**src/rtl/psri_pkg.sv**
```systemverilog
package psri_pkg;

  // sizes
  localparam int unsigned NUM_VOICES     = 8;
  localparam int unsigned REG_BYTES      = 560;
  localparam int unsigned RAM_BYTES      = 16384;
  localparam int unsigned ROM_BANK_BYTES = 131072;

  localparam int unsigned REG_AW    = 10;
  localparam int unsigned RAM_AW    = $clog2(RAM_BYTES);
  localparam int unsigned PORT_W    = 17;
  localparam int unsigned ADDR_W    = 25;
  localparam int unsigned VOICE_W   = 3;
  localparam int unsigned POS_BYTES = 3;
  localparam int unsigned LATCH_N   = NUM_VOICES * POS_BYTES;
  localparam int unsigned LATCH_W   = $clog2(LATCH_N);

  // register map
  localparam logic [REG_AW-1:0] A_KEYON     = 10'h214;
  localparam logic [REG_AW-1:0] A_KEYOFF    = 10'h215;
  localparam logic [REG_AW-1:0] A_KEYSTAT   = 10'h22c;
  localparam logic [REG_AW-1:0] A_PORT      = 10'h22d;
  localparam logic [REG_AW-1:0] A_ZONE      = 10'h22e;
  localparam logic [REG_AW-1:0] A_CTRL      = 10'h22f;
  localparam logic [REG_AW-1:0] A_VOICE_END = 10'h100;
  localparam logic [4:0]        POS_FIRST   = 5'hc;
  localparam logic [7:0]        ZONE_RAM    = 8'h80;

  // control byte bits
  localparam int unsigned CTRL_LATCH_BIT  = 0;
  localparam int unsigned CTRL_PORT_RD    = 4;
  localparam int unsigned CTRL_FREEZE_BIT = 7;

  localparam logic [7:0] VOICE_MASK = 8'((1 << NUM_VOICES) - 1);

  typedef enum logic {
    OP_WRITE = 1'b0,
    OP_READ  = 1'b1
  } op_e;

  typedef enum logic [1:0] {
    S_IDLE,
    S_EXEC,
    S_KEYON,
    S_PUSH
  } seq_state_e;

  typedef struct packed {
    op_e         op;
    logic [9:0]  offset;
    logic [7:0]  data;
    logic [7:0]  rom_byte;
  } in_beat_t;

  typedef struct packed {
    logic [7:0]  read_data;
    logic [24:0] port_address;
    logic        port_targets_ram;
  } out_beat_t;

  typedef struct packed {
    logic              we;
    logic [REG_AW-1:0] addr;
    logic [7:0]        wdata;
  } reg_req_t;

  typedef struct packed {
    logic              we;
    logic [RAM_AW-1:0] addr;
    logic [7:0]        wdata;
  } smp_req_t;

endpackage

```
**src/rtl/psri_reg_mem.sv**
```systemverilog
module psri_reg_mem (
  input  logic                clk_i,
  input  psri_pkg::reg_req_t  req_i,
  output logic [7:0]          rdata_o
);

  logic [7:0] mem [psri_pkg::REG_BYTES];

  always_ff @(posedge clk_i) begin
    if (req_i.we) begin
      mem[req_i.addr] <= req_i.wdata;
    end
    rdata_o <= mem[req_i.addr];
  end

endmodule

```
**config.mk**
```make
export PLATFORM = sky130hd
export DESIGN_NAME = psri_reg_mem
export DESIGN_NICKNAME = d
export VERILOG_FILES = /design/src/rtl/psri_pkg.sv /design/src/rtl/psri_reg_mem.sv
export SDC_FILE = /design/constraint.sdc
export NUM_CORES = 2
export LEC_CHECK = 0
export BUFFER_PORTS_ARGS = -buffer_cell sky130_fd_sc_hd__buf_4
export CAP_MARGIN = 20
export CORE_UTILIZATION = 63
export DETAILED_ROUTE_END_ITERATION = 10
export PLACE_DENSITY_LB_ADDON = 0.3
export RECOVER_POWER = 25
export SKIP_LAST_GASP = 1
export SLEW_MARGIN = 20
export SYNTH_ARGS = -nofsm -noshare
export SYNTH_HDL_FRONTEND = slang
export SYNTH_MEMORY_MAX_BITS = 65536
export SYNTH_SLANG_ARGS = --single-unit
export TNS_END_PERCENT = 10
```
**constraint.sdc**
```tcl
create_clock -name clk_i -period 4.6 [get_ports clk_i]
set_clock_uncertainty 0.15 [all_clocks]
set_input_delay 0.69 -clock clk_i [delete_from_list [all_inputs] [get_ports clk_i]]
set_output_delay 0.69 -clock clk_i [all_outputs]
set_load 0.03 [all_outputs]
```
# --- Word-level counts from Yosys, hierarchy flattened ---
# Memories as Yosys holds them, arrays and structs flattened. A register that Yosys moved wholly into a read port is not among the register bits.
# Cells that the tools add are included.
# W data, S select, Z words.
totals:
  n_memories: 1
  ff_bits: 0
  input_bits: 20
  ram_bits: 4480
op_classes:
  mux: 2
mem_list:
  columns: ["memory", "depth", "width", "read_ports", "rd_ports_with_merged_regs", "wr", "line", "rtl"]
  rows:
  - ["mem", 560, 8, 1, 1, 1, "psri_reg_mem.sv:7", "logic [7:0] mem [psri_pkg::REG_BYTES];"]
ops:
  columns: ["op", "count"]
  rows:
  - ["$mux W1", 2]

# --- Longest topological paths before layout ---
depth:
  depth_word: 2
  depth_mapped: 14

# --- Least setup slack after synthesis ---
# OpenSTA, ideal clock, no wires.
synth_path:
  path_type: "input to register"
  startpoint: "input req_i[10] (netlist name)"
  endpoint: "memory mem[97][0], enable pin"
  t_required_ps: 4080
  t_arrival_ps: 2975
  setup_slack_ps: 1104
  cell_stages: 10
  path_cell_list: "clkbuf_2 buf_2 buf_2 nor3_1 clkbuf_1 buf_2 buf_2 nand2_1 clkbuf_1 nor2_1"
synth_lines:
  columns: ["item", "line", "rtl"]
  rows:
  - ["start, declared", "psri_reg_mem.sv:3", "input psri_pkg::reg_req_t req_i,"]
  - ["end, declared", "psri_reg_mem.sv:7", null]
# Straight into the memory's write port.

# --- Worst setup path in the final report ---
layout_path:
  startpoint: "input req_i[1] (netlist name)"
  endpoint: "memory mem[250][1], data pin"
# Straight into the memory's write port.

==> metrics.txt <==
top-level I/O count 28; maximum clock frequency 229 MHz; Critical Path Source Type input pin; clock root buffer sky130_fd_sc_hd__clkbuf_16; most used flip-flop cell after synthesis sky130_fd_sc_hd__edfxtp_1; Synth top area share 77.6%; die extent in y 527 um; share of power burned in registers 52.8%; pin count of the biggest net entering global routing 137; final critical delay including setup and external delays 4370 ps; type of the setup path with the least slack input pin to flip-flop; horizontal extent of the die 527 um; final routed wire length divided by cell count 39.5 um; Post-CTS Hold Buffers 0; Crit path buffers/inverters 2; status finished, violations left; number of synthesized flops with an enable pin 4480; worst supply voltage drop on vdd 512 uV; Syn Area/Cell 19.9 sq um; leftover overflow at the end of global routing 0; number of nets with antenna violations after routing 0; Starting DRT DRC Count 17200; drt total wl 534000 um; dominant combinational cell family by area after synthesis multiplexers; highest cell delay on the worst timing path 3040 ps; fraction of the core area covered by cells at the end of the flow 72.3%; Worst Min Path Start req_i[16]; final hold vios 0; cell family with most CP delay buffers and inverters; combinational power share 5.2%; period utilization 95.1%; Total Die Area 277000 sq um; via count of the first global-routing pass 95200; DP Wirelength 333000 um; Worst Setup SP req_i[1]; remaining max-slew budget at the tightest pin -198%; proportion of synthesized area in mux cells 14.4%; launching point of the worst reg2reg path mem[115][0]$_DFFE_PP_; buffers from clock root to sink, at most 4; Final Max Tran Viols 1782; ranking of synthesized cells by area sky130_fd_sc_hd__edfxtp_1 78%, sky130_fd_sc_hd__mux4_2 8.8%, sky130_fd_sc_hd__mux2i_1 5.6%; leak pwr 65.1 nW; critical path fanouts, max 88; wire length of the first global-routing pass 733000 um; last weighted congestion value of the routability-driven placer 0.997; Placeable Area 274000 sq um; kind of path behind the tightest hold check input pin to flip-flop; clock-pin slew on the worst setup and hold paths 70 ps; Compound-Gate Fraction of Synth Area 3.31%; total area of multi-input combinational cells 36000 sq um; area added between synthesis and finish 14.2%; number of filler instances in the final layout 15000; flops & latches, synth 4488; PwrDens 432 nW/um^2; clock sinks 4488; switching component of the power 18.6 mW; DRC violation count after routing 0; proportion of power drawn by the clock network 42.0%; initial antenna violation count 43; number of setup violations in the final report 0; cell taking the most area after synthesis sky130_fd_sc_hd__edfxtp_1; number of warning messages in the yosys log 0; depth of the CTS H-tree 5; number of standard-cell rows in the floorplan 192; category of the worst setup path capture point flip-flop; fraction of power spent switching nets 21.8%; quantity of I/O buffers inserted on ports 27; share of final-layout standard cells stronger than drive strength 1 23.2%; count of mapped cells out of synthesis 8706; post-CTS repair timing setup buffer count 0; sequential share of the synthesized area 77.7%; via count 98700; CTS buffer count 429; data arrival time of the critical path 4900 ps; post-synth design cell area 173000 sq um; RSZ-0062 raised after global routing no; data required time of the worst path 5130 ps; worst skew pair latency 1030 ps; share of synthesized cell area in full adder, half adder and majority cells 0%; Via density 7.30; Tightest Pin Transition 4480 ps; chain of cells forming the critical path dlymetal6s2s_1 > clkbuf_2; Unique masters post-synth 73; register area 135000 sq um; net count of the finished layout 9536; TritonCTS clock tree done; internal portion of total power 66.9 mW; FF-to-FF setup slack 930 ps; critical-path cell with the highest stage delay sky130_fd_sc_hd__dlymetal6s2s_1; Resized Gates After CTS 0; share of flip-flops with an asynchronous set or reset after synthesis 0%; number of nets produced by synthesis 8726; initial cell density of the core 63.4%; number of violations of the max-capacitance limit 20; GRT Resource Usage Total 38.4%; DRT Pass-1 Iters 9; failing checks max-capacitance violations, max-slew violations; Post-Synth Simple-Gate Area 2.88%; total power consumption of the routed design 85.5 mW; Synth Area in XOR/XNOR 0%
[path summary, 6_finish.rpt]
check | depth (start not counted) | end
worst min register to register | 5 | rdata_o[3]$_DFF_P_
worst max register to register | 7 | rdata_o[0]$_DFF_P_
worst min-delay path | 5 | rdata_o[6]$_DFF_P_
worst max-delay path | 2 | mem[250][1]$_DFFE_PP_
[per-layer routing]
metal | up-vias | GRT usage [%] | part of all wire, % | wire [um]
li1 | 37500 | - | - | -
met1 | 49500 | 50.3 | 32 | 172000
met2 | 9613 | 56.0 | 44 | 235000
met3 | 2042 | 13.2 | 16 | 86100
met4 | 45 | 23.1 | 7.5 | 40000
met5 | - | 0 | 0.078 | 417
[layout by cell type (no fill, tap or decap), types with 7 or more instances in the layout]
cell type                    instances
sky130_fd_sc_hd__edfxtp_1         4480
sky130_fd_sc_hd__clkbuf_2           20
sky130_fd_sc_hd__o221ai_1            9
sky130_fd_sc_hd__o21ai_0            53
sky130_fd_sc_hd__diode_2            53
sky130_fd_sc_hd__clkinv_2           88
sky130_fd_sc_hd__o21ai_1            18
sky130_fd_sc_hd__a221oi_1           18
sky130_fd_sc_hd__nand2_2            28
sky130_fd_sc_hd__a21oi_1            71
sky130_fd_sc_hd__a22o_1             18
sky130_fd_sc_hd__and2_1              7
sky130_fd_sc_hd__o211ai_1           22
sky130_fd_sc_hd__clkbuf_16         433
sky130_fd_sc_hd__o22ai_1           408
sky130_fd_sc_hd__clkinv_1           85
sky130_fd_sc_hd__buf_12            116
sky130_fd_sc_hd__nor4_1             78
sky130_fd_sc_hd__o2111ai_1          20
sky130_fd_sc_hd__mux2i_1           976
sky130_fd_sc_hd__a31oi_1            19
sky130_fd_sc_hd__clkbuf_8            8
sky130_fd_sc_hd__a211oi_1           11
sky130_fd_sc_hd__clkbuf_1           90
sky130_fd_sc_hd__nand3_1            50
sky130_fd_sc_hd__nand4_1            19
sky130_fd_sc_hd__inv_6               8
sky130_fd_sc_hd__buf_4             771
sky130_fd_sc_hd__dfxtp_1             8
sky130_fd_sc_hd__nand2_1           188
sky130_fd_sc_hd__clkinv_16          11
sky130_fd_sc_hd__nor3_1             31
sky130_fd_sc_hd__nor2_1            677
sky130_fd_sc_hd__or4_1              14
sky130_fd_sc_hd__a41oi_1             7
sky130_fd_sc_hd__a22oi_1           152
sky130_fd_sc_hd__clkinvlp_4         21
sky130_fd_sc_hd__bufinv_16          53
sky130_fd_sc_hd__mux4_2            674
[metrics by stage]
stage               setup slack [ps]  hold slack, ps  TNS [ps]  std cells  instance area, sq um
detailed placement              -365             689      -613      12700                184000
global placement                -326             752      -660      12700                184000
finish                           226             280         0      13500                198000
floorplan                       1100             532         0       8706                173000
global route                     312             260         0      13500                198000
CTS                              625            39.5         0      13500                198000
[state kept, by name (all words and copies together) (netlist names)]
name,flops
rdata_o,8
mem,4480
[power by group through the flow]
stage | Clock, mW | Sequential [mW] | Combinational (mW)
after CTS | 35.9 | 45.1 | 4.30
after detailed placement | 0 | 45.9 | 4.26
final | 35.9 | 45.1 | 4.45
after global placement | 0 | 45.9 | 4.18
after floorplan | 0 | 45.9 | 1.93
after global routing | 37.3 | 45.1 | 4.44
[cells in the mapped netlist (8+ instances only)]
master and instances:
sky130_fd_sc_hd__a211oi_1 11, sky130_fd_sc_hd__a21oi_1 71, sky130_fd_sc_hd__a221oi_1 18, sky130_fd_sc_hd__a22o_1 18
sky130_fd_sc_hd__a22oi_1 152, sky130_fd_sc_hd__a31oi_1 19, sky130_fd_sc_hd__buf_1 29, sky130_fd_sc_hd__buf_2 228
sky130_fd_sc_hd__buf_4 65, sky130_fd_sc_hd__buf_6 42, sky130_fd_sc_hd__clkbuf_1 180, sky130_fd_sc_hd__dfxtp_1 8
sky130_fd_sc_hd__edfxtp_1 4480, sky130_fd_sc_hd__mux2i_1 976, sky130_fd_sc_hd__mux4_2 674, sky130_fd_sc_hd__nand2_1 216
sky130_fd_sc_hd__nand3_1 50, sky130_fd_sc_hd__nand4_1 19, sky130_fd_sc_hd__nor2_1 678, sky130_fd_sc_hd__nor2b_1 8
sky130_fd_sc_hd__nor3_1 33, sky130_fd_sc_hd__nor4_1 78, sky130_fd_sc_hd__o2111ai_1 20, sky130_fd_sc_hd__o211ai_1 22
sky130_fd_sc_hd__o21ai_0 54, sky130_fd_sc_hd__o21ai_1 17, sky130_fd_sc_hd__o221ai_1 9, sky130_fd_sc_hd__o22ai_1 408
sky130_fd_sc_hd__or4_1 15
[cell type report]
type	count	area share, %
inverters	5	0.0126
repair buffers	925	4.21
multi-input cells	3667	18.2
clock inverters	272	1.53
clock buffers	519	5.68
well taps	3589	2.27
flip-flops and latches	4488	68.0
diodes	53	0.0670
[tightest hold or removal path: stages]
cell and delay [ps]:
sky130_fd_sc_hd__buf_4 180, sky130_fd_sc_hd__nand2b_1 200, sky130_fd_sc_hd__nor2_1 80, sky130_fd_sc_hd__o2111ai_1 110, sky130_fd_sc_hd__nand4_1 100
[logic make-up (layout without fill, tap and decap cells)]
kind of cell	after synthesis	after routing
mux	1654	1654
other cells	0	53
buf+inv	551	1721
flops	4488	4488
compound gates	863	863
simple gates	1150	1150
No activity file was read; power rests on OpenSTA's default activity.
