<file path="config.mk">
export PLATFORM = sky130hd
export DESIGN_NAME = psri_seq
export DESIGN_NICKNAME = d
export VERILOG_FILES = /design/src/rtl/psri_pkg.sv /design/src/rtl/psri_seq.sv
export SDC_FILE = /design/constraint.sdc
export NUM_CORES = 1
export LEC_CHECK = 0
export BUFFER_PORTS_ARGS = -buffer_cell sky130_fd_sc_hd__buf_2
export CELL_PAD_IN_SITES_DETAIL_PLACEMENT = 1
export CELL_PAD_IN_SITES_GLOBAL_PLACEMENT = 1
export CORE_ASPECT_RATIO = 1.5
export CORE_UTILIZATION = 53
export CTS_CLUSTER_DIAMETER = 120
export CTS_CLUSTER_SIZE = 12
export DETAILED_ROUTE_END_ITERATION = 10
export PLACE_DENSITY = 0.92
export REMOVE_ABC_BUFFERS = 1
export SLEW_MARGIN = 25
export SYNTH_ARGS = -nofsm -noshare
export SYNTH_HDL_FRONTEND = slang
export SYNTH_SLANG_ARGS = --single-unit
</file>
<file path="constraint.sdc">
create_clock -name clk_i -period 6 [get_ports clk_i]
set_input_delay 1.2 -clock clk_i [delete_from_list [all_inputs] [get_ports clk_i]]
set_output_delay 1.2 -clock clk_i [all_outputs]
set_load 0.02 [all_outputs]
</file>
<file path="src/rtl/psri_pkg.sv">
package psri_pkg;

  // sizes
  localparam int unsigned NUM_VOICES     = 8;
  localparam int unsigned REG_BYTES      = 560;
  localparam int unsigned RAM_BYTES      = 16384;
  localparam int unsigned ROM_BANK_BYTES = 131072;

  localparam int unsigned REG_AW    = 10;
  localparam int unsigned RAM_AW    = $clog2(RAM_BYTES);
  localparam int unsigned PORT_W    = 17;
  localparam int unsigned ADDR_W    = 25;
  localparam int unsigned VOICE_W   = 3;
  localparam int unsigned POS_BYTES = 3;
  localparam int unsigned LATCH_N   = NUM_VOICES * POS_BYTES;
  localparam int unsigned LATCH_W   = $clog2(LATCH_N);

  // register map
  localparam logic [REG_AW-1:0] A_KEYON     = 10'h214;
  localparam logic [REG_AW-1:0] A_KEYOFF    = 10'h215;
  localparam logic [REG_AW-1:0] A_KEYSTAT   = 10'h22c;
  localparam logic [REG_AW-1:0] A_PORT      = 10'h22d;
  localparam logic [REG_AW-1:0] A_ZONE      = 10'h22e;
  localparam logic [REG_AW-1:0] A_CTRL      = 10'h22f;
  localparam logic [REG_AW-1:0] A_VOICE_END = 10'h100;
  localparam logic [4:0]        POS_FIRST   = 5'hc;
  localparam logic [7:0]        ZONE_RAM    = 8'h80;

  // control byte bits
  localparam int unsigned CTRL_LATCH_BIT  = 0;
  localparam int unsigned CTRL_PORT_RD    = 4;
  localparam int unsigned CTRL_FREEZE_BIT = 7;

  localparam logic [7:0] VOICE_MASK = 8'((1 << NUM_VOICES) - 1);

  typedef enum logic {
    OP_WRITE = 1'b0,
    OP_READ  = 1'b1
  } op_e;

  typedef enum logic [1:0] {
    S_IDLE,
    S_EXEC,
    S_KEYON,
    S_PUSH
  } seq_state_e;

  typedef struct packed {
    op_e         op;
    logic [9:0]  offset;
    logic [7:0]  data;
    logic [7:0]  rom_byte;
  } in_beat_t;

  typedef struct packed {
    logic [7:0]  read_data;
    logic [24:0] port_address;
    logic        port_targets_ram;
  } out_beat_t;

  typedef struct packed {
    logic              we;
    logic [REG_AW-1:0] addr;
    logic [7:0]        wdata;
  } reg_req_t;

  typedef struct packed {
    logic              we;
    logic [RAM_AW-1:0] addr;
    logic [7:0]        wdata;
  } smp_req_t;

endpackage

</file>
<file path="src/rtl/psri_seq.sv">
module psri_seq (
  input  logic                 clk_i,
  input  logic                 rst_ni,
  input  logic                 clr_done_i,
  input  logic                 update_at_keyon_i,
  input  logic                 in_valid_i,
  input  psri_pkg::in_beat_t   in_beat_i,
  output logic                 in_ready_o,
  input  logic                 out_free_i,
  output logic                 res_load_o,
  output psri_pkg::out_beat_t  res_o,
  output psri_pkg::reg_req_t   reg_req_o,
  input  logic [7:0]           reg_rdata_i,
  output psri_pkg::smp_req_t   smp_req_o,
  input  logic [7:0]           smp_rdata_i
);

  localparam int unsigned LW = psri_pkg::LATCH_W;
  localparam int unsigned PW = psri_pkg::PORT_W;

  psri_pkg::seq_state_e state_q, state_d;
  psri_pkg::in_beat_t   req_q, req_d;
  logic [7:0]           res_q, res_d;
  logic [7:0]           ctrl_q, ctrl_d;
  logic [7:0]           keystat_q, keystat_d;
  logic [PW-1:0]        port_off_q, port_off_d;
  logic                 zone_ram_q, zone_ram_d;
  logic [7:0]           zone_bank_q, zone_bank_d;
  logic [psri_pkg::VOICE_W-1:0] kv_q, kv_d;
  logic [1:0]           kb_q, kb_d;
  logic [7:0]           plat_q [psri_pkg::LATCH_N];

  logic                 plat_we;
  logic [LW-1:0]        plat_widx;
  logic [LW-1:0]        plat_ridx;
  logic                 latch_en;
  logic                 in_range;
  logic                 is_pos;
  logic [4:0]           pos;
  logic [psri_pkg::VOICE_W-1:0] ch;
  logic [PW-1:0]        port_inc;
  logic [PW-1:0]        port_next;
  logic [PW:0]          port_limit;
  logic                 port_in_ram;
  logic [7:0]           key_bits;

  assign latch_en  = update_at_keyon_i & ctrl_q[psri_pkg::CTRL_LATCH_BIT];
  assign in_range  = req_q.offset < psri_pkg::REG_AW'(psri_pkg::REG_BYTES);
  assign pos       = req_q.offset[4:0];
  assign ch        = req_q.offset[5 +: psri_pkg::VOICE_W];
  assign is_pos    = latch_en && (req_q.offset < psri_pkg::A_VOICE_END)
                     && ({1'b0, ch} < (psri_pkg::VOICE_W + 1)'(psri_pkg::NUM_VOICES))
                     && (pos >= psri_pkg::POS_FIRST)
                     && (pos < psri_pkg::POS_FIRST + 5'(psri_pkg::POS_BYTES));
  assign plat_widx = LW'({ch, 1'b0}) + LW'(ch) + LW'(pos - psri_pkg::POS_FIRST);
  assign plat_ridx = LW'({kv_q, 1'b0}) + LW'(kv_q) + LW'(kb_q);
  assign key_bits  = req_q.data & psri_pkg::VOICE_MASK;

  // data port offset step with wrap at the zone size
  assign port_inc    = port_off_q + PW'(1);
  assign port_limit  = zone_ram_q ? (PW + 1)'(psri_pkg::RAM_BYTES)
                                  : (PW + 1)'(psri_pkg::ROM_BANK_BYTES);
  assign port_next   = ({1'b0, port_inc} >= port_limit) ? '0 : port_inc;
  assign port_in_ram = {1'b0, port_off_q} < (PW + 1)'(psri_pkg::RAM_BYTES);

  always_comb begin
    state_d     = state_q;
    req_d       = req_q;
    res_d       = res_q;
    ctrl_d      = ctrl_q;
    keystat_d   = keystat_q;
    port_off_d  = port_off_q;
    zone_ram_d  = zone_ram_q;
    zone_bank_d = zone_bank_q;
    kv_d        = kv_q;
    kb_d        = kb_q;
    plat_we     = 1'b0;
    in_ready_o  = 1'b0;
    res_load_o  = 1'b0;

    reg_req_o.we    = 1'b0;
    reg_req_o.addr  = req_q.offset;
    reg_req_o.wdata = req_q.data;
    smp_req_o.we    = 1'b0;
    smp_req_o.addr  = port_off_q[psri_pkg::RAM_AW-1:0];
    smp_req_o.wdata = req_q.data;

    case (state_q)
      psri_pkg::S_IDLE: begin
        in_ready_o     = clr_done_i;
        reg_req_o.addr = in_beat_i.offset;
        if (in_valid_i && clr_done_i) begin
          req_d   = in_beat_i;
          state_d = psri_pkg::S_EXEC;
        end
      end
      psri_pkg::S_EXEC: begin
        res_d   = '0;
        state_d = psri_pkg::S_PUSH;
        if (!in_range) begin
          res_d = '0;
        end else if (req_q.op == psri_pkg::OP_READ) begin
          if (req_q.offset == psri_pkg::A_PORT) begin
            if (ctrl_q[psri_pkg::CTRL_PORT_RD]) begin
              if (zone_ram_q) begin
                res_d = port_in_ram ? smp_rdata_i : 8'h00;
              end else begin
                res_d = req_q.rom_byte;
              end
              port_off_d = port_next;
            end
          end else if (req_q.offset == psri_pkg::A_CTRL) begin
            res_d = ctrl_q;
          end else if (req_q.offset == psri_pkg::A_KEYSTAT) begin
            res_d = keystat_q;
          end else begin
            res_d = reg_rdata_i;
          end
        end else if (is_pos) begin
          // start position goes to the latch only
          plat_we = 1'b1;
        end else begin
          reg_req_o.we = 1'b1;
          if (req_q.offset == psri_pkg::A_CTRL) begin
            ctrl_d = req_q.data;
          end
          if (req_q.offset == psri_pkg::A_KEYSTAT) begin
            keystat_d = req_q.data;
          end
          if (req_q.offset == psri_pkg::A_KEYON) begin
            if (!ctrl_q[psri_pkg::CTRL_FREEZE_BIT]) begin
              keystat_d = keystat_q | key_bits;
            end
            if (latch_en && (key_bits != 8'h00)) begin
              kv_d    = '0;
              kb_d    = '0;
              state_d = psri_pkg::S_KEYON;
            end
          end
          if (req_q.offset == psri_pkg::A_KEYOFF) begin
            if (!ctrl_q[psri_pkg::CTRL_FREEZE_BIT]) begin
              keystat_d = keystat_q & ~key_bits;
            end
          end
          if (req_q.offset == psri_pkg::A_PORT) begin
            smp_req_o.we = zone_ram_q && port_in_ram;
            port_off_d   = port_next;
          end
          if (req_q.offset == psri_pkg::A_ZONE) begin
            zone_ram_d  = (req_q.data == psri_pkg::ZONE_RAM);
            zone_bank_d = req_q.data;
            port_off_d  = '0;
          end
        end
      end
      psri_pkg::S_KEYON: begin
        // one latched byte per cycle, voices in order
        reg_req_o.we    = req_q.data[kv_q];
        reg_req_o.addr  = psri_pkg::REG_AW'({kv_q, 5'h00}) + psri_pkg::REG_AW'(psri_pkg::POS_FIRST)
                          + psri_pkg::REG_AW'(kb_q);
        reg_req_o.wdata = plat_q[plat_ridx];
        if (kb_q == 2'(psri_pkg::POS_BYTES - 1)) begin
          kb_d = '0;
          kv_d = kv_q + 1'b1;
          if (kv_q == psri_pkg::VOICE_W'(psri_pkg::NUM_VOICES - 1)) begin
            state_d = psri_pkg::S_PUSH;
          end
        end else begin
          kb_d = kb_q + 1'b1;
        end
      end
      psri_pkg::S_PUSH: begin
        if (out_free_i) begin
          res_load_o = 1'b1;
          state_d    = psri_pkg::S_IDLE;
        end
      end
      default: begin
        state_d = psri_pkg::S_IDLE;
      end
    endcase
  end

  always_comb begin
    res_o.read_data        = res_q;
    res_o.port_targets_ram = zone_ram_q;
    if (zone_ram_q) begin
      res_o.port_address = psri_pkg::ADDR_W'(port_off_q);
    end else begin
      res_o.port_address = psri_pkg::ADDR_W'(psri_pkg::ADDR_W'(zone_bank_q)
                           * psri_pkg::ADDR_W'(psri_pkg::ROM_BANK_BYTES))
                           + psri_pkg::ADDR_W'(port_off_q);
    end
  end

  always_ff @(posedge clk_i or negedge rst_ni) begin
    if (!rst_ni) begin
      state_q <= psri_pkg::S_IDLE;
    end else begin
      state_q <= state_d;
    end
  end

  always_ff @(posedge clk_i or negedge rst_ni) begin
    if (!rst_ni) begin
      ctrl_q      <= '0;
      keystat_q   <= '0;
      port_off_q  <= '0;
      zone_ram_q  <= 1'b0;
      zone_bank_q <= '0;
      kv_q        <= '0;
      kb_q        <= '0;
      for (int i = 0; i < psri_pkg::LATCH_N; i++) begin
        plat_q[i] <= '0;
      end
    end else begin
      ctrl_q      <= ctrl_d;
      keystat_q   <= keystat_d;
      port_off_q  <= port_off_d;
      zone_ram_q  <= zone_ram_d;
      zone_bank_q <= zone_bank_d;
      kv_q        <= kv_d;
      kb_q        <= kb_d;
      if (plat_we) begin
        plat_q[plat_widx] <= req_q.data;
      end
    end
  end

  always_ff @(posedge clk_i) begin
    req_q <= req_d;
    res_q <= res_d;
  end

endmodule

</file>
[Word-level counts from Yosys, hierarchy flattened]
Cells that the tools add are included.
Word-level totals
  flip-flop bits (word level): 276
  bits of input ports: 49
  output and inout bits: 78
  logic and storage cells: 180
Operators by class
  add/subtract/negate cells: 11
  $lt $le $gt $ge: 10
  eq/ne operators: 24
  muxes and demuxes: 70
  bitwise operators: 8
  reductions and logical operators: 20
Operator list (number)
  192-bit bitwise mux: 1
  8-bit 2-to-1 mux: 15
  17-bit 2-to-1 mux: 7
  10-bit == test, second input constant: 6
  8-bit binary-select mux with 5-bit select: 1
  8-bit demux with 5-bit select: 1
  25-bit by 17-bit adder with 25-bit output: 1
  25-bit 2-to-1 mux: 1
  1-bit 2-to-1 mux: 21
  2-bit 2-to-1 mux: 10
  2-bit inequality test, second input constant: 10
  10-bit one-hot mux with 2 select lines: 1
  17-bit by 18-bit greater-or-equal comparator with 1-bit output: 1
  18-bit 2-to-1 mux: 1
  3-bit 2-to-1 mux: 6
  17-bit by 1-bit adder with 17-bit output, second input constant: 1
  17-bit by 15-bit less-than comparator with 1-bit output, second input constant: 1
  6-bit greater-or-equal comparator, second input constant: 2
  5-bit NOT with 6-bit output: 2
  6-bit AND reduction: 2
  4-bit by 3-bit adder with 5-bit output: 2
  9-bit by 2-bit adder with 10-bit output: 1
  10-bit less-than comparator, second input constant: 1
  10-bit by 9-bit less-than comparator with 1-bit output, second input constant: 1
  other kinds (33): 47

[Logic depth before layout (Yosys ltp)]
Gate-level depths: netlist of the first run.
  depth after elaboration: 8
  depth in mapped cells: 14
  depth with buffers taken out: 13

[Worst setup path after synthesis of the first run]
No wires, ideal clock.
  path kind: register to output
  from: reg kv_q[0] in the netlist's numbering
  to: out reg_req_o[0] in the netlist's numbering
  data arrival time: 3267 ps
  data required time: 4800 ps
  path slack: 1533 ps
  stages on the path, launching flop included: 8
  path buffers: 0
  cells stage by stage: dfrtp_1 fa_1 ha_1 fa_1 xor2_1 mux4_2 a22oi_1 a21oi_1
RTL lines
  from (decl): RTL line psri_seq.sv:29  | logic [psri_pkg::VOICE_W-1:0] kv_q, kv_d;
  from (signal assigned): RTL line psri_seq.sv:222  | kv_q <= kv_d;
  to (decl): RTL line psri_seq.sv:12  | output psri_pkg::reg_req_t reg_req_o,

==> results of run 1 <==
flip-flops by register name, summed over array words and instances (netlist names):
signal	count
req_q	11
state_q	2
key_bits	8
ch	3
zone_bank_q	8
res_q	8
kv_q	3
keystat_q	8
zone_ram_q	1
pos	5
ctrl_q	8
kb_q	2
port_off_q	17
plat_q	192
layout make-up:
type | count | share of cell area, %
Sequential cell | 276 | 45.59
Multi-Input combinational cell | 708 | 41.48
Timing Repair Buffer | 143 | 5.107
Clock buffer | 33 | 4.358
Tap cell | 333 | 2.682
Inverter | 28 | 0.6767
Clock inverter | 1 | 0.1047
synthesized netlist by cell type (11+ instances only):
master      n  share of area [%]
dfrtp_1   241                 43
ha_1       19                1.7
mux2_2    202                 16
nor2_1     38                1.0
buf_4      24                1.3
o221ai_1   11               0.68
nand2b_1   11               0.49
clkbuf_1   56                1.5
nor2b_1    24                1.1
o21ai_0    43                1.5
nand3_1    28               0.99
edfxtp_1   35                7.5
nand2_2    12               0.53
and3_1     14               0.62
mux4_2     58                9.3
nand2_1    79                2.1
inv_1      28               0.75
buf_2      12               0.43
a21oi_1    35                1.2
a22oi_1    15               0.80
kinds of logic after synthesis:
kind of cell,after synthesis
compound gates,156
xor+xnor,6
fa+ha+maj,24
buf+inv,126
flops,276
mux,264
simple gates,258
per-layer routing:
layer  GRT usage [%]  wire length [um]
met1           37.80             15600
met2           59.95             23700
met3           4.308              2138
met4           22.71              3000
met5               0                 0
final timing paths:
path / endpoint / slack (ps) / cells past startpoint
setup / recovery: reg_req_o[0] / 430 / 9
hold / removal: plat_q[150] / 500 / 1
setup reg to reg: plat_q[65] / 1320 / 10
hold reg to reg: plat_q[150] / 500 / 1
max in group asynchronous: keystat_q[7] / 3990 / 2
min in group asynchronous: port_off_q[0] / 700 / 1
per-stage QoR:
step                hold slack [ps]  util, %  instances  setup slack [ps]  cell area (sq um)
finish                        500.8    59.87       1522             429.8              15530
global route                  520.3    59.87       1522             274.7              15530
CTS                           502.6    59.87       1522             362.4              15530
detailed placement            478.6    57.20       1488             994.1              14840
global placement              458.5    57.20       1488              1234              14840
floorplan                     442.2        -       1012             901.3              13610
worst register-to-register path: cells and delay by family (launching register included):
kind,cells,cell delay (ps)
xor+xnor,2,390
mux,1,410
buf+inv,1,50
flops,1,710
simple gates,2,1380
fa+ha+maj,4,1590
power breakdown:
group	total [uW]	leakage [uW]	switching, uW	internal, uW
clock	1490	0.000336	703	782
sequential	2040	0.00368	71.8	1960
combinational	1580	0.00334	1000	578
==> results by group, run 1 <==
Route
  • Initial DRT Pass Iterations: 5
  • Wirelength per Cell: slightly below 30 um
  • Routed vias: 10248
  • First DRT Iteration DRCs: approximately 700
  • Final wirelength: about 44 mm
  • Vias per Instance: ~6.7
  • Final ANT Viol Nets: 0
  • DRC: 0

Worst hold path
  • Min-Delay Path Class: reg2reg
  • Min-Delay Startpoint: plat_q[150]

Worst setup path
  • Startpoint Class: flip-flop
  • Reg2reg start: pos[1]
  • Setup crit end kind: output pin
  • CP arrival: 4370 ps
  • Worst path slowest cell: xor2_1
  • Critical Path RT: approximately 4800 ps
  • Crit path kind: reg2out
  • Top fanout value on the critical path: 9
  • Worst setup path start: kv_q[0]
  • Crit-path cells: fa_1 > ha_2 > fa_1 > xor2_1 > buf_4 > mux4_2 > a22oi_1 > a21oi_1 > buf_2
  • Crit-path most repeated cell: fa_1
  • Max incr delay on CP: roughly 660 ps
  • Family with the most delay on the worst path: adder cells
  • Crit path buf inv count: 2

Power
  • LEAKAGE: approximately 0.0074 uW
  • Max IR drop VDD: around 0.00028 V
  • Final Power: between 5000 and 6000 uW
  • Pwr per Cell Area: ~330 nW/um^2

Placement
  • GPL Wtd Cong: about 1
  • DP Wirelength: 29.53 mm
  • PortBufs: around 130

CTS
  • CTS Root Cell: clkbuf_16
  • CTS tree: built
  • Worst-Skew Late Latency: around 550 ps
  • Clock transition at path regs: roughly 70 ps
  • CTS-repair resized insts: 0
  • H-tree levels: 1
  • CTS max path bufs: 3
  • CTS Sinks: 276
  • Hold_buf cts: 0
  • Post-CTS Setup Bufs: 0
  • Num CTS Buffers: 26

Floorplanning
  • Starting density of the core: between 50% and 60%
  • Die outline height: slightly above 200 um
  • Io pins: around 130
  • Die Width: between 100 and 150 um
  • Site row count: between 70 and 80
  • CORE AREA: between 20000 and 30000 sq um
  • Die area: 27250 sq um

Yosys
  • Mux share of post-synthesis cell area: between 20% and 30%
  • Adder-cell share of the synthesized area: between 2 and 2.5%
  • Post-synth cell types: 72
  • EDFF count, synth: 35
  • Warnings, synthesis: 0
  • Synth Cell Area: 14090 sq um
  • Synthesized instance count: 1110
  • Compound-Gate Fraction of Synth Area: 7.442%
  • Sequential share of the synthesized area: 50.27%
  • #FFs+latches synth: between 200 and 300
  • Post-synth ARST share: approximately 87%
  • Main combinational cell family by area after synthesis: multiplexers
  • Xor/xnor share of the synthesized area: 0.3730%
  • Synth Area in Simple Gates: roughly a tenth
  • Post-synth top flop: dfrtp_1
  • Syn_area_per_cell: roughly 13 sq um

Run
  • Max_cap viols: 0

Timing
  • RSZ-0062 raised after global routing: no
  • Final setup TNS: 0 ps
  • Fmax: 0.1795 GHz
  • Final-report hold violation count: 0
  • Setup Skew: 32.06 ps
  • Slew Limit Fails: 0
  • Period utilization: between 90% and 100%
  • Setup violators final: 0
  • Max-slew headroom: between 20% and 30%
  • Min Tclk post-route: 5570 ps
  • Worst Max-Slew Pin Slew: 1123 ps

Global routing
  • Initial antenna violation count: 0
  • Gr usage total: around 34%
  • First-pass GRT wire length: 69.54 mm
  • Vias in the first global route: 11615
  • Total gr overflow: 0
  • Largest net degree at the start of global routing: 142

Layout
  • Multi-input combinational cell area: approximately 6400 sq um
  • Share of cells above drive strength 1: between 30% and 40%
  • Register area: approximately 7100 sq um
  • Area Growth Syn to Fin: 10.25%
  • FILL cells: around 2500
  • Most frequent cells in the layout: dfrtp_1, mux2_2, buf_2
  • Antenna diode instance count: 0
  • Final #Nets: around 1300
  • Commonest non-fill, non-tap cell in the layout: dfrtp_1

Status
  • Status: completed
Power figures use the tool's default switching activity.
==> inputs of run 2 (changes only) <==
- CORE_ASPECT_RATIO: 1.5 -> default
- PLACE_DENSITY: 0.92 -> 0.85
==> results by group, run 2 (same netlist as run 1, synthesis figures left out) <==
Placement
  • DP Wirelength: around 26 mm
  • Pre-CTS worst setup slack: ~1100 ps
  • PortBufs: roughly 130
  • GPL Wtd Cong: roughly 0.8

Layout
  • Register name with the most flops: plat_q
  • Max reg flops: roughly 190
  • Area Growth Syn to Fin: 10.67%
  • Final #Nets: roughly 1300
  • Antenna diode instance count: 0
  • Most frequent cells in the layout: dfrtp_1, mux2_2, buf_2
  • Commonest non-fill, non-tap cell in the layout: dfrtp_1
  • FILL cells: about 2600
  • Share of cells above drive strength 1: between 30% and 40%
  • Regs by FF count: plat_q (192), port_off_q (17), req_q (11)

Floorplanning
  • Die Width: around 170 um
  • Die area: about 27000 sq um
  • Site row count: 59
  • Io pins: 127
  • Die outline height: 165.0 um
  • Starting density of the core: 54.06%
  • CORE AREA: between 20000 and 30000 sq um

Worst setup path
  • R2R Setup Slk: about 1600 ps
  • Reg2reg start: pos[1]
  • Max incr delay on CP: 1000 ps
  • Startpoint Class: flip-flop
  • Critical Path RT: roughly 4800 ps
  • Crit-path most repeated cell: mux4_2
  • Worst-case reg-to-reg path depth: 10
  • Worst setup path start: kv_q[0]
  • Reg2reg end: plat_q[70]
  • Crit-path cells: fa_1 > ha_2 > mux4_2 > mux4_2 > a22oi_1 > a21oi_1 > buf_2
  • Setup crit end kind: output pin
  • Worst path slowest cell: ha_2
  • Crit path kind: reg2out
  • CP arrival: ~4300 ps
  • Crit path to: reg_req_o[5]
  • Top fanout value on the critical path: 37

Timing
  • Slew Limit Fails: 0
  • Period utilization: 90.85%
  • Final setup TNS: 0 ps
  • Max-slew headroom: between 20% and 30%
  • Worst Hold Slack: ~500 ps
  • Setup Skew: ~21 ps
  • Setup violators final: 0
  • RSZ-0062 raised after global routing: no
  • Min Tclk post-route: around 5500 ps
  • Worst Max-Slew Pin Slew: ~1100 ps
  • Final-report hold violation count: 0
  • Worst Slack Setup Final: approximately 550 ps
  • Fmax: roughly 0.18 GHz

Worst hold path
  • Min-Delay Path Class: reg2reg

Power
  • Final Power: between 5000 and 6000 uW
  • Max IR drop VDD: ~0.00027 V
  • Pwr per Cell Area: ~320 nW/um^2
  • LEAKAGE: 0.007384 uW

CTS
  • Num CTS Buffers: 26
  • Clock transition at path regs: 70 ps
  • CTS tree: built
  • CTS Root Cell: clkbuf_16
  • CTS Sinks: approximately 280
  • Hold_buf cts: 0
  • H-tree levels: 1
  • Worst-Skew Late Latency: around 560 ps
  • CTS max path bufs: 3
  • Post-CTS Setup Bufs: 0
  • CTS-repair resized insts: 0

Route
  • DRC: 0
  • Vias per Instance: around 6.4
  • Final wirelength: 39.98 mm
  • Final ANT Viol Nets: 0
  • Routed vias: ~9800
  • Wirelength per Cell: around 26 um
  • First DRT Iteration DRCs: around 610
  • Initial DRT Pass Iterations: 4

Global routing
  • Gr usage total: 30.52%
  • Vias in the first global route: roughly 11000
  • Total gr overflow: 0
  • First-pass GRT wire length: between 60 and 70 mm
  • Initial antenna violation count: 1
  • Largest net degree at the start of global routing: approximately 130

Run
  • Max_cap viols: 0

Status
  • Status: completed
## run 2: cell count changes in the layout (fill, tap and decap cells not counted), sizes merged
cell,before,now
buf,143,146
## run 2: worst max-delay path, delay by kind of cell, from the launching register on
kind	cells	cell delay, ps
AO/OA/AOI/OAI	2	440
flip-flops	1	610
buffers and inverters	1	210
adder cells (fa/ha/maj)	2	1480
multiplexers	2	940
## run 2: through the flow
| stage | utilization [%] | cell area (sq um) | cells |
|---|---|---|---|
| final | 59.83 | 15590 | 1527 |
| after global routing | 59.83 | 15590 | 1527 |
| after CTS | 59.65 | 15540 | 1525 |
| after detailed placement | 56.94 | 14840 | 1491 |
| after floorplan | - | 13610 | 1012 |
| after global placement | 56.94 | 14840 | 1491 |
## run 2: power by group
part           total [uW]  switching [uW]  leakage, uW  internal, uW
clock network        1490             702     0.000340           785
registers            2030            66.5      0.00368          1960
logic                1530             947      0.00336           581
## run 2: worst min-delay path by stage
stage,startpoint,end,cells past startpoint
detailed placement,zone_bank_q[7],zone_bank_q[7],2
global placement,zone_bank_q[7],zone_bank_q[7],2
global route,plat_q[137],plat_q[137],1
CTS,plat_q[191],plat_q[191],2
finish,plat_q[191],plat_q[191],2
floorplan,zone_bank_q[7],zone_bank_q[7],2
## run 2: metal layers
layer | routed length (um) | global-route usage (%) | vias to the layer above
li1 | - | - | 4222
met1 | 16120 | 38.09 | 5184
met2 | 20560 | 53.06 | 298
met3 | 1895 | 5.023 | 86
met4 | 1405 | 11.55 | 0
met5 | 0 | 0 | -
## run 2: cell type report
class / instances / area (sq um) / share of cell area [%]
sequential: 276 / 7082 / 45.42
multi-input combinational: 708 / 6442 / 41.32
timing repair buffer: 146 / 835.8 / 5.361
clock buffer: 33 / 676.9 / 4.342
tap: 335 / 419.2 / 2.688
inverter: 28 / 105.1 / 0.6741
clock inverter: 1 / 30.03 / 0.1926
==> inputs of run 3 (changes only) <==
- BUFFER_PORTS_ARGS: -buffer_cell sky130_fd_sc_hd__buf_2 -> default
- CORE_UTILIZATION: 53 -> 57
- DONT_BUFFER_PORTS: default -> 1
==> results by group, run 3 (same netlist as run 1, synthesis figures left out) <==
Floorplanning
  • CORE AREA: approximately 24000 sq um
  • Io pins: ~130
  • Site row count: between 50 and 60
  • Die outline height: around 160 um
  • Die area: roughly 25000 sq um
  • Die Width: about 160 um
  • Starting density of the core: 58.10%

Global routing
  • Vias in the first global route: roughly 10000
  • Largest net degree at the start of global routing: 242
  • First-pass GRT wire length: 61.18 mm
  • Total gr overflow: 0
  • Initial antenna violation count: 0
  • Gr usage total: a little under a third

Power
  • Sw Share: between 30% and 40%
  • LEAKAGE: between 0.006 and 0.007 uW
  • Comb pwr share: between 20 and 30%
  • Final Power: 4911 uW
  • Flop pwr share: about two fifths
  • Clk pwr share: a little under a third
  • P_sw: about 1700 uW
  • Internal power: roughly 3300 uW
  • Pwr per Cell Area: ~330 nW/um^2
  • Max IR drop VDD: 0.0003077 V

Worst setup path
  • Startpoint Class: flip-flop
  • Crit path buf inv count: 1
  • Family with the most delay on the worst path: adder cells
  • Top fanout value on the critical path: 33
  • Max incr delay on CP: ~930 ps
  • CP arrival: a little over 4000 ps
  • Crit-path cells: fa_1 > ha_2 > buf_4 > mux4_2 > mux2_2 > a22oi_1 > a21oi_1
  • Setup crit end kind: output pin
  • Critical Path RT: around 4800 ps
  • Crit path kind: reg2out
  • Worst path slowest cell: ha_2

Route
  • Final wirelength: just under 40 mm
  • First DRT Iteration DRCs: 740
  • Routed vias: 9387
  • Initial DRT Pass Iterations: 5
  • Vias per Instance: roughly 6.7
  • Final ANT Viol Nets: 0
  • Wirelength per Cell: ~28 um
  • DRC: 0

Layout
  • Register name with the most flops: plat_q
  • Commonest non-fill, non-tap cell in the layout: dfrtp_1
  • Non-filler cells, final: 1392
  • Regs by FF count: plat_q (192), port_off_q (17), req_q (11)
  • Share of cells above drive strength 1: a little under a third
  • Most frequent cells in the layout: dfrtp_1, mux2_2, nand2_1
  • Design area: ~15000 sq um
  • Area Growth Syn to Fin: 5.861%
  • Max reg flops: between 150 and 200
  • Final #Nets: approximately 1100

CTS
  • Num CTS Buffers: 26
  • CTS Sinks: 276
  • CTS Root Cell: clkbuf_16
  • H-tree levels: 1
  • Clock transition at path regs: roughly 60 ps
  • CTS tree: built
  • CTS max path bufs: 3
  • CTS-repair resized insts: 0
  • Post-CTS Setup Bufs: 0
  • Hold_buf cts: 0
  • Worst-Skew Late Latency: approximately 560 ps

Run
  • Max_cap viols: 0

Placement
  • PortBufs: 0
  • GPL Wtd Cong: 0.8080
  • Number of cells after detailed placement: about 1400
  • Area after DPL: 14180 sq um
  • DP Wirelength: about 24 mm

Worst hold path
  • Min-Delay Path Class: in2async

Timing
  • Worst Max-Slew Pin Slew: around 990 ps
  • Setup violators final: 0
  • Min Tclk post-route: about 5300 ps
  • Final-report hold violation count: 0
  • Fmax: 0.1872 GHz
  • Final setup TNS: 0 ps
  • RSZ-0062 raised after global routing: no
  • Slew Limit Fails: 0
  • Setup Skew: about 17 ps
  • Period utilization: 89.03%
  • Max-slew headroom: between 30% and 40%

Status
  • Status: completed
[run 3: path summary, 6_finish.rpt]
kind	startpoint	to	slack (ps)	depth (start not counted)
min in group clk_i	plat_q[127]	plat_q[127]	490	2
max in group asynchronous	rst_ni	plat_q[32]	5020	0
setup / recovery	kv_q[0]	reg_req_o[6]	660	7
setup reg to reg	ch[0]	plat_q[64]	1760	10
hold / removal	rst_ni	state_q[1]	350	0
hold reg to reg	plat_q[127]	plat_q[127]	490	2
[run 3: layer usage]
metal | GRT usage, % | vias up | routed length [um]
li1 | - | 3990 | -
met1 | 41.16 | 4988 | 15800
met2 | 53.09 | 331 | 19330
met3 | 5.444 | 78 | 2210
met4 | 11.10 | 0 | 1129
met5 | 0 | - | 0
[run 3: cell type report]
| type | count | area, sq um |
|---|---|---|
| flip-flops and latches | 276 | 7082 |
| well taps | 324 | 405.4 |
| clock buffers | 33 | 676.9 |
| repair buffers | 21 | 170.2 |
| fillers | 2347 | 9334 |
| clock inverters | 1 | 30.03 |
| multi-input cells | 708 | 6442 |
| inverters | 28 | 105.1 |
| diodes | 1 | 2.502 |
[run 3: power by group through the flow]
stage,clock network [uW],registers [uW],logic [uW]
global route,1580,2060,1470
floorplan,0,2090,994
global placement,0,2080,1290
finish,1480,2050,1380
CTS,1510,2050,1360
detailed placement,0,2090,1350
[run 3: stage by stage]
stage	hold WS (ps)	worst slack (ps)	utilization, %
6_report	346.7	658.1	61.51
5_1_grt	320.9	517.9	61.50
4_1_cts	330.9	693.5	61.41
3_5_place_dp	481.7	1301	58.50
3_3_place_gp	456.4	1400	58.50
2_1_floorplan	442.2	901.3	-
